**config.mk**
```make
export PLATFORM = sky130hd
export DESIGN_NAME = hash_message_padder
export DESIGN_NICKNAME = d
export VERILOG_FILES = /design/src/rtl/hmp_pkg.sv /design/src/rtl/hash_message_padder.sv
export SDC_FILE = /design/constraint.sdc
export NUM_CORES = 1
export LEC_CHECK = 0
export BUFFER_PORTS_ARGS = -buffer_cell sky130_fd_sc_hd__buf_2
export CAP_MARGIN = 40
export CORE_UTILIZATION = 35
export CTS_CLUSTER_DIAMETER = 60
export DETAILED_ROUTE_END_ITERATION = 12
export HOLD_SLACK_MARGIN = 0.05
export PLACE_DENSITY = 0.59
export REMOVE_ABC_BUFFERS = 1
export SLEW_MARGIN = 20
export SYNTH_ARGS = -nofsm -noshare
export SYNTH_HDL_FRONTEND = slang
export SYNTH_SLANG_ARGS = --single-unit
```
**constraint.sdc**
```tcl
create_clock -name clk -period 7.05 [get_ports clk]
set_input_delay 1.0575 -clock clk [delete_from_list [all_inputs] [get_ports clk]]
set_output_delay 1.0575 -clock clk [all_outputs]
set_load 0.01 [all_outputs]
```
**src/rtl/hmp_pkg.sv**
```systemverilog
// hmp_pkg: constants, sequencer states and byte helpers for the hash message padder
// no dependencies; imported by hash_message_padder and hmp_checker

package hmp_pkg;

  localparam int BLOCK_BYTES = 64;
  localparam int WORD_BYTES  = 8;
  localparam int WORD_W      = 8 * WORD_BYTES;
  localparam int COUNT_W     = 61;
  localparam int CNT_W       = 4;
  localparam int WORDS_PER_BLOCK = BLOCK_BYTES / WORD_BYTES;
  localparam int WIDX_W      = $clog2(WORDS_PER_BLOCK);

  // word slot that carries the length field
  localparam logic [WIDX_W-1:0] LEN_IDX = WIDX_W'(WORDS_PER_BLOCK - 1);
  localparam logic [7:0]        MARKER  = 8'h80;
  localparam logic [CNT_W-1:0]  FULL_CNT = CNT_W'(WORD_BYTES);

  typedef enum logic [1:0] {
    ST_PASS,
    ST_MARK,
    ST_ZERO,
    ST_LEN
  } pad_state_t;

  // keep the first cnt bytes, put the marker right after them
  function automatic logic [WORD_W-1:0] mask_and_mark(input logic [WORD_W-1:0] data,
                                                      input logic [CNT_W-1:0]  cnt);
    logic [WORD_W-1:0] res;
    res = '0;
    for (int i = 0; i < WORD_BYTES; i++) begin
      if (CNT_W'(i) < cnt) begin
        res[8*i +: 8] = data[8*i +: 8];
      end else if (CNT_W'(i) == cnt) begin
        res[8*i +: 8] = MARKER;
      end
    end
    return res;
  endfunction

  function automatic logic [WORD_W-1:0] byte_swap(input logic [WORD_W-1:0] v);
    logic [WORD_W-1:0] res;
    for (int i = 0; i < WORD_BYTES; i++) begin
      res[8*i +: 8] = v[8*(WORD_BYTES-1-i) +: 8];
    end
    return res;
  endfunction

endpackage

```
**src/rtl/hash_message_padder.sv**
```systemverilog
// hash_message_padder: md5 / sha-256 message padding on a stream of 64-bit words
// depends on hmp_pkg (constants, state type, mask and byte-swap helpers)

// Usage
//   Input channel (in_valid / in_ready): one message word per handshake, byte 0
//   in bits 7:0; byte_count is honored only on the word flagged last.
//   Output channel (out_valid / out_ready): padded words with block_end on each
//   word that closes a 64-byte block and message_end on the length word.
//   Config: cfg_write_en writes cfg_write_data into the length byte-order bit
//   (0 md5 little-endian length, 1 sha big-endian length); write only while idle.
// Timing
//   Every word goes through one output register.
//   Words that are not last stream at one per cycle while the receiver is ready.
//   After a last word the padding sequencer emits one word per cycle while the receiver
//   is ready (marker word if the last was full, zero words, length word); in_ready stays low.
// Reset clears the running byte count, the block word position, the output
//   valid and the byte-order bit (md5). A stalled receiver holds the output
//   register, which stops the input channel and the padding sequencer.

module hash_message_padder (
  input  logic                       clk,
  input  logic                       rst,
  input  logic                       cfg_write_en,
  input  logic                       cfg_write_data,
  input  logic                       in_valid,
  output logic                       in_ready,
  input  logic [hmp_pkg::WORD_W-1:0] data_word,
  input  logic [hmp_pkg::CNT_W-1:0]  byte_count,
  input  logic                       last,
  output logic                       out_valid,
  input  logic                       out_ready,
  output logic [hmp_pkg::WORD_W-1:0] out_word,
  output logic                       block_end,
  output logic                       message_end
);
  import hmp_pkg::*;

  pad_state_t           state, state_next;
  logic [COUNT_W-1:0]   message_bytes, message_bytes_next;
  logic [WIDX_W-1:0]    widx, widx_next;
  logic                 length_big_endian;
  logic                 load;
  logic                 emit;
  logic [WORD_W-1:0]    word_next;
  logic                 mend_next;
  logic [CNT_W-1:0]     cnt_sat;
  logic [WIDX_W-1:0]    widx_inc;
  logic [WORD_W-1:0]    bit_len;

  // output register can take a word
  assign load     = !out_valid || out_ready;
  assign in_ready = (state == ST_PASS) && load;
  assign widx_inc = widx + WIDX_W'(1);
  assign cnt_sat  = (byte_count > FULL_CNT) ? FULL_CNT : byte_count;
  assign bit_len  = {message_bytes, 3'b000};

  // padding sequencer
  always_comb begin
    state_next         = state;
    message_bytes_next = message_bytes;
    widx_next          = widx;
    emit               = 1'b0;
    word_next          = '0;
    mend_next          = 1'b0;
    unique case (state)
      ST_PASS: begin
        if (in_valid && in_ready) begin
          emit      = 1'b1;
          widx_next = widx_inc;
          if (!last) begin
            word_next          = data_word;
            message_bytes_next = message_bytes + COUNT_W'(WORD_BYTES);
          end else begin
            message_bytes_next = message_bytes + COUNT_W'(cnt_sat);
            if (cnt_sat == FULL_CNT) begin
              word_next  = data_word;
              state_next = ST_MARK;
            end else begin
              word_next  = mask_and_mark(data_word, cnt_sat);
              state_next = (widx_inc == LEN_IDX) ? ST_LEN : ST_ZERO;
            end
          end
        end
      end
      ST_MARK: begin
        if (load) begin
          emit       = 1'b1;
          word_next  = WORD_W'(MARKER);
          widx_next  = widx_inc;
          state_next = (widx_inc == LEN_IDX) ? ST_LEN : ST_ZERO;
        end
      end
      ST_ZERO: begin
        if (load) begin
          emit      = 1'b1;
          widx_next = widx_inc;
          if (widx_inc == LEN_IDX) begin
            state_next = ST_LEN;
          end
        end
      end
      ST_LEN: begin
        if (load) begin
          emit               = 1'b1;
          word_next          = length_big_endian ? byte_swap(bit_len) : bit_len;
          mend_next          = 1'b1;
          widx_next          = '0;
          message_bytes_next = '0;
          state_next         = ST_PASS;
        end
      end
      default: state_next = ST_PASS;
    endcase
  end

  // control state
  always_ff @(posedge clk) begin
    if (rst) begin
      state             <= ST_PASS;
      message_bytes     <= '0;
      widx              <= '0;
      out_valid         <= 1'b0;
      length_big_endian <= 1'b0;
    end else begin
      state         <= state_next;
      message_bytes <= message_bytes_next;
      widx          <= widx_next;
      if (emit) begin
        out_valid <= 1'b1;
      end else if (out_ready) begin
        out_valid <= 1'b0;
      end
      if (cfg_write_en) begin
        length_big_endian <= cfg_write_data;
      end
    end
  end

  // output word register
  always_ff @(posedge clk) begin
    if (emit) begin
      out_word    <= word_next;
      block_end   <= (widx == LEN_IDX);
      message_end <= mend_next;
    end
  end

endmodule

```
==> results of run 1 <==
[flip-flops by register name, summed over array words and instances, names as in the netlist]
register and cells:
out_word 64, message_bytes 61, widx 3, state 2, block_end 1, length_big_endian 1
message_end 1, out_valid 1
[logic make-up after synthesis]
logic type                 count (synthesis)
buffers and inverters                     70
xor gates and xnor gates                  13
AOI/OAI and AO/OA                        205
DFF                                      134
adders and majority gates                 14
and+or+nand+nor                          310
muxes                                     64
[final timing paths]
| kind | endpoint | depth (start not counted) | startpoint | slack [ns] |
|---|---|---|---|---|
| worst max-delay path | message_bytes[56]$_SDFFE_PP0P_ | 11 | byte_count[3] | 3.55 |
| worst min-delay path | widx[2]$_SDFFE_PP0P_ | 2 | widx[2]$_SDFFE_PP0P_ | 0.46 |
| worst max register to register | message_bytes[56]$_SDFFE_PP0P_ | 7 | state[1]$_SDFFE_PP0P_ | 3.82 |
| worst min register to register | widx[2]$_SDFFE_PP0P_ | 2 | widx[2]$_SDFFE_PP0P_ | 0.46 |
[power groups by stage]
stage          Sequential, uW  Clock, uW  Combinational (uW)
3_5_place_dp             1140          0                 819
6_report                 1120        794                 806
4_1_cts                  1120        811                 819
5_1_grt                  1140        839                 889
3_3_place_gp             1140          0                 806
2_1_floorplan            1240          0                 377
[per-layer routing]
metal,global-route usage,part of all wire,wire length (um)
met4,0.05684,0.011,218
met1,0.2665,0.49,9755
met2,0.2931,0.44,8841
met5,0,0,0
met3,0.04859,0.055,1100
[through the flow]
step / hold WS (ns) / power, uW / std cells / instance area (um^2)
after floorplan: 0.4301 / 1618 / 762 / 7051
after global placement: 0.4483 / 1949 / 1182 / 8192
after detailed placement: 0.4600 / 1957 / 1185 / 8234
after CTS: 0.4667 / 2754 / 1217 / 8743
after global routing: 0.4854 / 2866 / 1218 / 8748
final: 0.4642 / 2720 / 1218 / 8748
[worst max-delay path, stage by stage]
cell and delay (ns):
buf_2 0.15, nor2b_1 0.17, ha_1 0.19, inv_1 0.06, fa_1 0.38, nand2b_1 0.20, a21oi_1 0.30, o2111ai_1 0.41
buf_4 0.32, or4_1 0.47, a21oi_1 0.15
[cell type report]
cell class	count	area, um^2
clock buffer	27	483.0
timing repair buffer	154	818.3
fill	2051	11490
multi-input combinational	606	3654
sequential	134	3347
clock inverter	5	26.28
tap	270	337.8
inverter	22	82.58
[placed cells by master, fill, tap and decap left out, types with 5 or more instances in the layout]
cell / netlist / routed
nand4_1: 16 / 16
clkbuf_1: 33 / 8
o21ai_0: 37 / 37
nand2b_1: 5 / 5
xor2_1: 8 / 8
mux2i_1: 57 / 57
buf_2: 5 / 143
nor2b_1: 5 / 5
a21oi_1: 114 / 114
nand2_1: 39 / 38
buf_4: 0 / 10
xnor2_1: 5 / 5
or4_1: 13 / 13
dfxtp_1: 68 / 67
ha_1: 13 / 12
nor2_1: 150 / 149
clkbuf_16: 0 / 17
o2111ai_1: 6 / 6
o31ai_1: 13 / 13
nand3_1: 13 / 13
edfxtp_1: 66 / 66
inv_1: 22 / 22
or3_1: 30 / 30
nor4_1: 5 / 5
nor3_1: 16 / 15
and4_1: 5 / 5
o21a_1: 6 / 6
mux2_2: 7 / 7
==> metrics.md, run 1 <==
| Metric | Value |
|---|---|
| Outcome | complete, no violations |
| Die footprint | 0.02126 mm^2 |
| Hpwl dp | 13.94 mm |
| ANT nets after route | 0 |
| Antenna Cells | 0 |
| Largest net degree at the start of global routing | 53 |
| Gate power share | 0.296 |
| Vias in the first global route | 6073 |
| Tcrit/Tclk final | 0.4969 |
| Mux contribution to synthesized area | 0.08970 |
| Critical path endpoint category | register |
| PortBufs | 142 |
| Post-synth top area share | 0.2738 |
| Worst vdd ir | 0.0002297 V |
| WP data arrival | 3.85 ns |
| Min Tclk post-route | 3.503 ns |
| Relative slew slack | 0.4824 |
| Final Max Tran Viols | 0 |
| Post-synthesis cell type count | 54 |
| Largest cells by area after synthesis | edfxtp_1, dfxtp_1, a21oi_1 |
| Mapped Area | 0.007239 mm^2 |
| Final nets | 1024 |
| CP Class | in -> reg |
| CTS tree | built |
| Clk_skew | 0.006916 ns |
| Sequential power share | 0.412 |
| Root buffer cell | clkbuf_16 |
| DRC violations left | 0 |
| Post-Route WL | 19.92 mm |
| Util after Layout | 0.4324 |
| Net Switching | 916.4 uW |
| Post-CTS Hold Buffers | 0 |
| Clk Latency, worst-skew pair | 0.42 ns |
| DIE HEIGHT | 145.8 um |
| Post-synth top flop | dfxtp_1 |
| FFs w/ async S/R, synth | 0 |
| Mean routed wirelength per cell | 16.35 um |
| Final WS setup | 3.547 ns |
| Place WS | 3.196 ns |
| Yosys warns | 0 |
| Setup crit start kind | primary input |
| Worst Path Required | 7.40 ns |
| EDFF count, synth | 66 |
| Area share of and/or/nand/nor cells after synthesis | 0.2060 |
| Row count | 52 |
| Initial antenna violation count | 0 |
| Achievable clock frequency | 285.5 MHz |
| Sink Count | 134 |
| First-pass DRT Iterations | 5 |
| IO Count | 143 |
| Mean post-synth cell area | 8.938 um^2 |
| Compound-Gate Fraction of Synth Area | 0.1640 |
| # setup viols final | 0 |
| Htree depth | 4 |
| P_leak | 0.003156 uW |
| Register area share after synthesis | 0.4618 |
| GRT Util Overall | 0.1920 |
| Placer Congestion | 0.8686 |
| Internal power | 1804 uW |
| Area Growth Syn to Fin | 20.84% |
| First-pass GRT wire length | 31.89 mm |
| Initial DRC Count | 391 |
| Synth area leader | edfxtp_1 |
| Post CTS Setup Buffer Count | 0 |
| # resized after CTS | 0 |
| Share of cells above drive strength 1 | 0.2120 |
| Most frequent cell after synthesis | nor2_1 |
| Longest Clk Path Bufs | 2 |
| Hold Fails Final Rpt | 0 |
| GRT Residual Overflow | 0 |
| Slew @ Worst Pin | 0.7705 ns |
| Fraction of the mapped netlist area in adder cells | 0.02523 |
| Cts bufs inserted | 17 |
| FF+latch count, synth | 134 |
| Min-delay worst type | reg -> reg |
| Vias per cell | 5.279 |
| Chip width | 145.8 um |
| Synth Instances | 810 |
| CTS clk-pin slew, worst paths | 0.06 ns |
| Clock power share | 0.292 |
| Sw Ratio | 0.3369 |
| Max capacitance violation total | 0 |
| CORE AREA | 0.02023 mm^2 |
| Combinational family with the most area after synthesis | simple AND/OR/NAND/NOR gates |
| Critical path peak fanout | 10 |
| Via Count | 6430 |
| Pwr dens | 311.0 mW/mm^2 |
| Top post-synthesis cells by count | nor2_1, a21oi_1, dfxtp_1 |
| XOR/XNOR Fraction of Synth Area | 0.01573 |
| Initial Utilization | 0.3578 |
| Setup tns final | 0 ns |
| RSZ-0062 raised after global routing | no |
No activity file was read; power rests on OpenSTA's default activity.
==> run 2, diff against run 1 <==
==> constraint.sdc (replaced) <==
create_clock -name clk -period 3.6 [get_ports clk]
set_input_delay 0.54 -clock clk [delete_from_list [all_inputs] [get_ports clk]]
set_output_delay 0.54 -clock clk [all_outputs]
set_load 0.01 [all_outputs]
==> run 2 against run 1 <==
Clock power grew 140%. Cell count up 0.57%. Critical path type is now reg -> reg. Via count up 1.8%. Wire length up 0.35%. Worst hold slack worse by 0.11 ns. Critical endpoint is now message_bytes[36]$_SDFFE_PP0P_. Highest routed layer unchanged.
==> metrics.md, run 2 (synthesis gave the netlist of run 1 again) <==
| Metric | Value |
|---|---|
| Worst Path Required | 3.94 ns (-3.46 ns) |
| Largest register FFs | 64 (unchanged) |
| Post-Route WL | 19.99 mm (+0.35%) |
| Hpwl dp | 14.20 mm (+1.9%) |
| Vias in the first global route | 6016 (-0.94%) |
| CTS clk-pin slew, worst paths | 0.06 ns (about the same) |
| Mean routed wirelength per cell | 16.32 um (-0.22%) |
| Antenna Cells | 0 (unchanged) |
| Max capacitance violation total | 0 (unchanged) |
| CTS tree | built |
| Largest net degree at the start of global routing | 54 (+1.9%) |
| Critical-path cell list | inv_1 > ha_1 > mux2i_1 > nor4_1 > o2111ai_1 > buf_4 > or3_1 > a21oi_1 |
| Outcome | complete, no violations |
| Critical path peak fanout | 11 (+1) |
| Net Switching | 1834 uW (+100%) |
| Place WS | 0.5023 ns (-2.694 ns) |
| Min Tclk post-route | 3.035 ns |
| RSZ-0062 raised after global routing | no |
| Share of cells above drive strength 1 | 0.2241 (+0.01206) |
| Gate power share | 0.283 (-0.013) |
| Slowest-stage cell, CP | nor4_1 |
| Most common cell after layout, fill and taps aside | nor2_1 |
| Vias per cell | 5.342 (+1.2%) |
| Initial Utilization | 0.3578 (unchanged) |
| First-pass DRT Iterations | 5 (unchanged) |
| CORE AREA | 0.02023 mm^2 (unchanged) |
| Relative slew slack | 0.5275 (+0.04511) |
| R2R Setup Slk | 0.57 ns (-3.25 ns) |
| Largest registers | out_word: 64 flops, message_bytes: 61 flops, widx: 3 flops |
| Worst flop-to-flop path startpoint | state[0]$_SDFFE_PP0P_ |
| CP top delay family | simple AND/OR/NAND/NOR gates |
| Largest reg by FF count | out_word |
| Clock power share | 0.332 (+0.040) |
| Internal power | 3852 uW (+110%) |
| Final Max Tran Viols | 0 (unchanged) |
| WP data arrival | 3.38 ns (-0.47 ns) |
| CP Class | reg -> reg |
| Sw Ratio | 0.3226 (-0.01428) |
| Critical Path Max Stage Delay | 0.59 ns (+0.12 ns) |
| Post CTS Setup Buffer Count | 0 (unchanged) |
| IO Count | 143 (unchanged) |
| # setup viols final | 0 (unchanged) |
| Tcrit/Tclk final | 0.8430 |
| Setup crit start kind | register |
| Slew @ Worst Pin | 0.7034 ns (-0.06715 ns) |
| Area Growth Syn to Fin | 23.33% |
| Hold WS | 0.3518 ns (-0.1124 ns) |
| ANT nets after route | 0 (unchanged) |
| Via Count | 6544 (+1.8%) |
| Post-CTS Hold Buffers | 0 (unchanged) |
| Hold path start | cfg_write_data |
| Critical path endpoint category | register |
| Worst setup path start | state[0]$_SDFFE_PP0P_ |
| Most frequent cells in the layout | nor2_1, buf_2, a21oi_1, dfxtp_1, edfxtp_1 |
| Min-delay worst type | in -> reg |
| # resized after CTS | 0 (unchanged) |
| Htree depth | 4 (unchanged) |
| Root buffer cell | clkbuf_16 |
| Clk_skew | 0.01438 ns (+0.007463 ns) |
| Cts bufs inserted | 17 (unchanged) |
| Chip width | 145.8 um (unchanged) |
| Final Non-Filler Cells | 1225 (+0.57%) |
| Achievable clock frequency | 329.5 MHz |
| DRC violations left | 0 (unchanged) |
| Pwr dens | 636.9 mW/mm^2 (+100%) |
| Die footprint | 0.02126 mm^2 (unchanged) |
| Final WS setup | 0.5653 ns (-2.982 ns) |
| Dpl cells | 1193 (+0.68%) |
| WP buf/inv | 2 (-1) |
| Row count | 52 (unchanged) |
| Initial DRC Count | 367 (-6.1%) |
| Initial antenna violation count | 0 (unchanged) |
| Hold Fails Final Rpt | 0 (unchanged) |
| P_leak | 0.003244 uW (+2.8%) |
| Longest Clk Path Bufs | 2 (unchanged) |
| PortBufs | 142 (unchanged) |
| Sequential power share | 0.385 (-0.027) |
| Sink Count | 134 (unchanged) |
| Final nets | 1031 (+0.68%) |
| First-pass GRT wire length | 31.61 mm (-0.89%) |
| Placer Congestion | 0.8770 (+0.97%) |
| DIE HEIGHT | 145.8 um (unchanged) |
| Clk Latency, worst-skew pair | 0.42 ns (about the same) |
| GRT Residual Overflow | 0 (unchanged) |
| GRT Util Overall | 0.1889 (-0.003133) |
| Worst vdd ir | 0.0004665 V (+100%) |
run 2: cell count changes in the layout (fill, tap and decap cells not counted), sizes merged:
| cell | delta |
|---|---|
| clkbuf | -8 |
| clkinv | +1 |
| clkinvlp | +3 |
| bufinv | +4 |
| buf | +7 |
run 2: path summary, 6_finish.rpt:
| path | cells past startpoint | end |
|---|---|---|
| setup / recovery | 8 | message_bytes[36]$_SDFFE_PP0P_ |
| hold / removal | 3 | length_big_endian$_SDFFE_PP0P_ |
| setup reg to reg | 8 | message_bytes[36]$_SDFFE_PP0P_ |
| hold reg to reg | 2 | widx[2]$_SDFFE_PP0P_ |
run 2: metrics by stage:
step | power, uW | setup TNS (ns) | utilization | instance area [um^2]
6_report | 5687 | 0 | 0.4413 | 8929
5_1_grt | 5968 | 0 | 0.4413 | 8929
4_1_cts | 5740 | 0 | 0.4413 | 8929
3_5_place_dp | 3843 | 0 | 0.4097 | 8289
3_3_place_gp | 3825 | 0 | 0.4083 | 8262
2_1_floorplan | 3169 | -52.75 | - | 7051
run 2: layout make-up:
class	instances	area, um^2
Clock inverter	13	175.2
Clock buffer	19	464.2
Fill cell	1987	11310
Tap cell	270	337.8
Sequential cell	134	3347
Multi-Input combinational cell	606	3649
Timing Repair Buffer	161	873.3
Inverter	22	82.58
run 2: layer usage:
layer  track usage  share of wire  vias to the layer above
met5             0              0                        -
met2        0.2921           0.44                      227
met1        0.2609           0.48                     3073
li1              -              -                     3220
met3       0.03574          0.061                       24
met4       0.07105          0.019                        0
run 2: tightest hold or removal path, delay by kind of cell:
| kind | cells | cell delay [ns] |
|---|---|---|
| buf+inv | 1 | 0.08 |
| mux | 1 | 0.06 |
| simple gates | 1 | 0.07 |
run 2: power by group through the flow:
stage | clock [uW] | combinational (uW) | sequential, uW
after detailed placement | 0 | 1620 | 2220
after global routing | 1980 | 1760 | 2230
final | 1890 | 1610 | 2190
after global placement | 0 | 1590 | 2230
after floorplan | 0 | 738 | 2430
after CTS | 1920 | 1620 | 2200
==> run 3, diff against run 2 <==
==> constraint.sdc (replaced) <==
create_clock -name clk -period 2.95 [get_ports clk]
set_input_delay 0.4425 -clock clk [delete_from_list [all_inputs] [get_ports clk]]
set_output_delay 0.4425 -clock clk [all_outputs]
set_load 0.01 [all_outputs]
==> run 3 against run 2 <==
Clock power up 6%. Clock skew down 0.00065 ns. Final area up 0.36%. Sequential share of layout area down 0.14 points. Cell count up 1.1%. Fmax up 12%. Via count down 0.49%. Total power up 18%. Largest cell class unchanged.
==> metrics.md, run 3 (synthesis gave the netlist of run 1 again) <==
| Metric | Value |
|---|---|
| Setup crit start kind | register |
| GRT Util Overall | 0.1920 (+0.003097) |
| Worst Path Required | 3.31 ns (-0.63 ns) |
| Final Non-Filler Cells | 1238 (+1.1%) |
| Most frequent cells in the layout | nor2_1, buf_2, a21oi_1, dfxtp_1, edfxtp_1 |
| Critical Path Max Stage Delay | 0.52 ns (-0.07 ns) |
| Initial antenna violation count | 0 (unchanged) |
| Row count | 52 (unchanged) |
| WP data arrival | 3.08 ns (-0.30 ns) |
| Htree depth | 4 (unchanged) |
| Pwr dens | 746.5 mW/mm^2 (+17%) |
| CORE AREA | 0.02023 mm^2 (unchanged) |
| Via Count | 6512 (-0.49%) |
| P_leak | 0.003275 uW (+0.94%) |
| Slew @ Worst Pin | 0.7074 ns (+0.004065 ns) |
| Vias in the first global route | 6156 (+2.3%) |
| Final nets | 1044 (+1.3%) |
| Max capacitance violation total | 0 (unchanged) |
| Share of cells above drive strength 1 | 0.2293 (+0.005255) |
| Post-CTS Hold Buffers | 0 (unchanged) |
| DRC violations left | 0 (unchanged) |
| Relative slew slack | 0.5284 (+0.0008980) |
| Fillers | 1998 (+0.55%) |
| Largest register FFs | 64 (unchanged) |
| Vias per cell | 5.260 (-1.5%) |
| PortBufs | 142 (unchanged) |
| First-pass GRT wire length | 31.95 mm (+1.1%) |
| Chip width | 145.8 um (unchanged) |
| Area Growth Syn to Fin | 23.78% |
| # setup viols final | 0 (unchanged) |
| WP buf/inv | 2 (unchanged) |
| First-pass DRT Iterations | 4 (-1) |
| Slowest-stage cell, CP | nor4_1 |
| Critical-path cell list | inv_1 > ha_1 > mux2i_1 > nor4_1 > o2111ai_1 > buf_4 > or3_1 > a21oi_1 |
| Critical path endpoint category | register |
| Util after Layout | 0.4429 (+0.001608) |
| GRT Residual Overflow | 0 (unchanged) |
| CTS clk-pin slew, worst paths | 0.06 ns (about the same) |
| Critical path peak fanout | 9 (-2) |
| CP top delay family | simple AND/OR/NAND/NOR gates |
| Post-Route WL | 20.05 mm (+0.31%) |
| Achievable clock frequency | 367.5 MHz (+12%) |
| R2R Setup Slk | 0.23 ns (-0.34 ns) |
| Initial Utilization | 0.3578 (unchanged) |
| IO Count | 143 (unchanged) |
| Outcome | complete, no violations |
| Min-delay worst type | in -> reg |
| Min Tclk post-route | 2.721 ns (-0.3133 ns) |
| Largest reg by FF count | out_word |
| RSZ-0062 raised after global routing | no |
| Hold WS | 0.2474 ns (-0.1044 ns) |
| ANT nets after route | 0 (unchanged) |
| Register Area | 0.003347 mm^2 (unchanged) |
| Hpwl dp | 14.39 mm (+1.3%) |
| Initial DRC Count | 438 (+19%) |
| Cts bufs inserted | 17 (unchanged) |
| DIE HEIGHT | 145.8 um (unchanged) |
| Area of the multi-input gates | 0.003649 mm^2 (unchanged) |
| Post CTS Setup Buffer Count | 0 (unchanged) |
| Tcrit/Tclk final | 0.9225 (+0.07954) |
| Die footprint | 0.02126 mm^2 (unchanged) |
| Most common cell after layout, fill and taps aside | nor2_1 |
| Clk_skew | 0.01373 ns (-0.0006466 ns) |
| Largest net degree at the start of global routing | 43 (-20%) |
| Dpl cells | 1206 (+1.1%) |
| Clk Latency, worst-skew pair | 0.42 ns (about the same) |
| Worst vdd ir | 0.0005325 V (+14%) |
| Hold Fails Final Rpt | 0 (unchanged) |
| Largest registers | out_word: 64 flops, message_bytes: 61 flops, widx: 3 flops |
| # resized after CTS | 0 (unchanged) |
| Longest Clk Path Bufs | 2 (unchanged) |
| Final Max Tran Viols | 0 (unchanged) |
| CP Class | reg -> reg |
| Placer Congestion | 0.8703 (-0.76%) |
| Root buffer cell | clkbuf_16 |
| CTS tree | built |
| Mean routed wirelength per cell | 16.19 um (-0.74%) |
| Sink Count | 134 (unchanged) |
| Antenna Cells | 0 (unchanged) |
-- run 3: area by class of cell --
class	instances	share of cell area
clock buffers	30	0.06074
clock inverters	2	0.001396
inverters	22	0.009215
multi-input cells	606	0.4071
flip-flops and latches	134	0.3735
well taps	270	0.03770
repair buffers	174	0.1103
-- run 3: worst paths after layout --
check | end | cells after the start | start
worst max-delay path | message_bytes[36]$_SDFFE_PP0P_ | 8 | state[0]$_SDFFE_PP0P_
worst max register to register | message_bytes[36]$_SDFFE_PP0P_ | 8 | state[0]$_SDFFE_PP0P_
worst min register to register | widx[2]$_SDFFE_PP0P_ | 2 | widx[2]$_SDFFE_PP0P_
worst min-delay path | length_big_endian$_SDFFE_PP0P_ | 3 | cfg_write_data
-- run 3: layer usage --
layer / GRT usage / vias to the layer above / wire length, um
li1: - / 3244 / -
met5: 0 / - / 0
met4: 0.05895 / 0 / 259
met3: 0.03354 / 18 / 894
met1: 0.2667 / 3083 / 9813
met2: 0.3031 / 167 / 9080
-- run 3: power breakdown --
| group | switching, uW | total, uW | internal (uW) |
|---|---|---|---|
| Combinational | 1260 | 2000 | 737 |
| Sequential | 148 | 2680 | 2530 |
| Clock | 779 | 2010 | 1230 |
-- run 3: worst register-to-register path, stage by stage (launching register included) --
cell and delay (ns):
dfxtp_1 0.38, inv_1 0.10, ha_1 0.23, mux2i_1 0.23
nor4_1 0.52, o2111ai_1 0.41, buf_4 0.30, or3_1 0.35
a21oi_1 0.14
-- run 3: metrics by stage --
stage          setup slack [ns]  setup TNS (ns)  cell area, um^2  power (uW)
4_1_cts                  0.2726               0             8961        6765
3_5_place_dp           0.004535               0             8404        4748
6_report                 0.2286               0             8961        6689
5_1_grt                 0.04765               0             8961        7051
3_3_place_gp            0.05756               0             8404        4720
2_1_floorplan            -1.835         -133.20             7051        3867
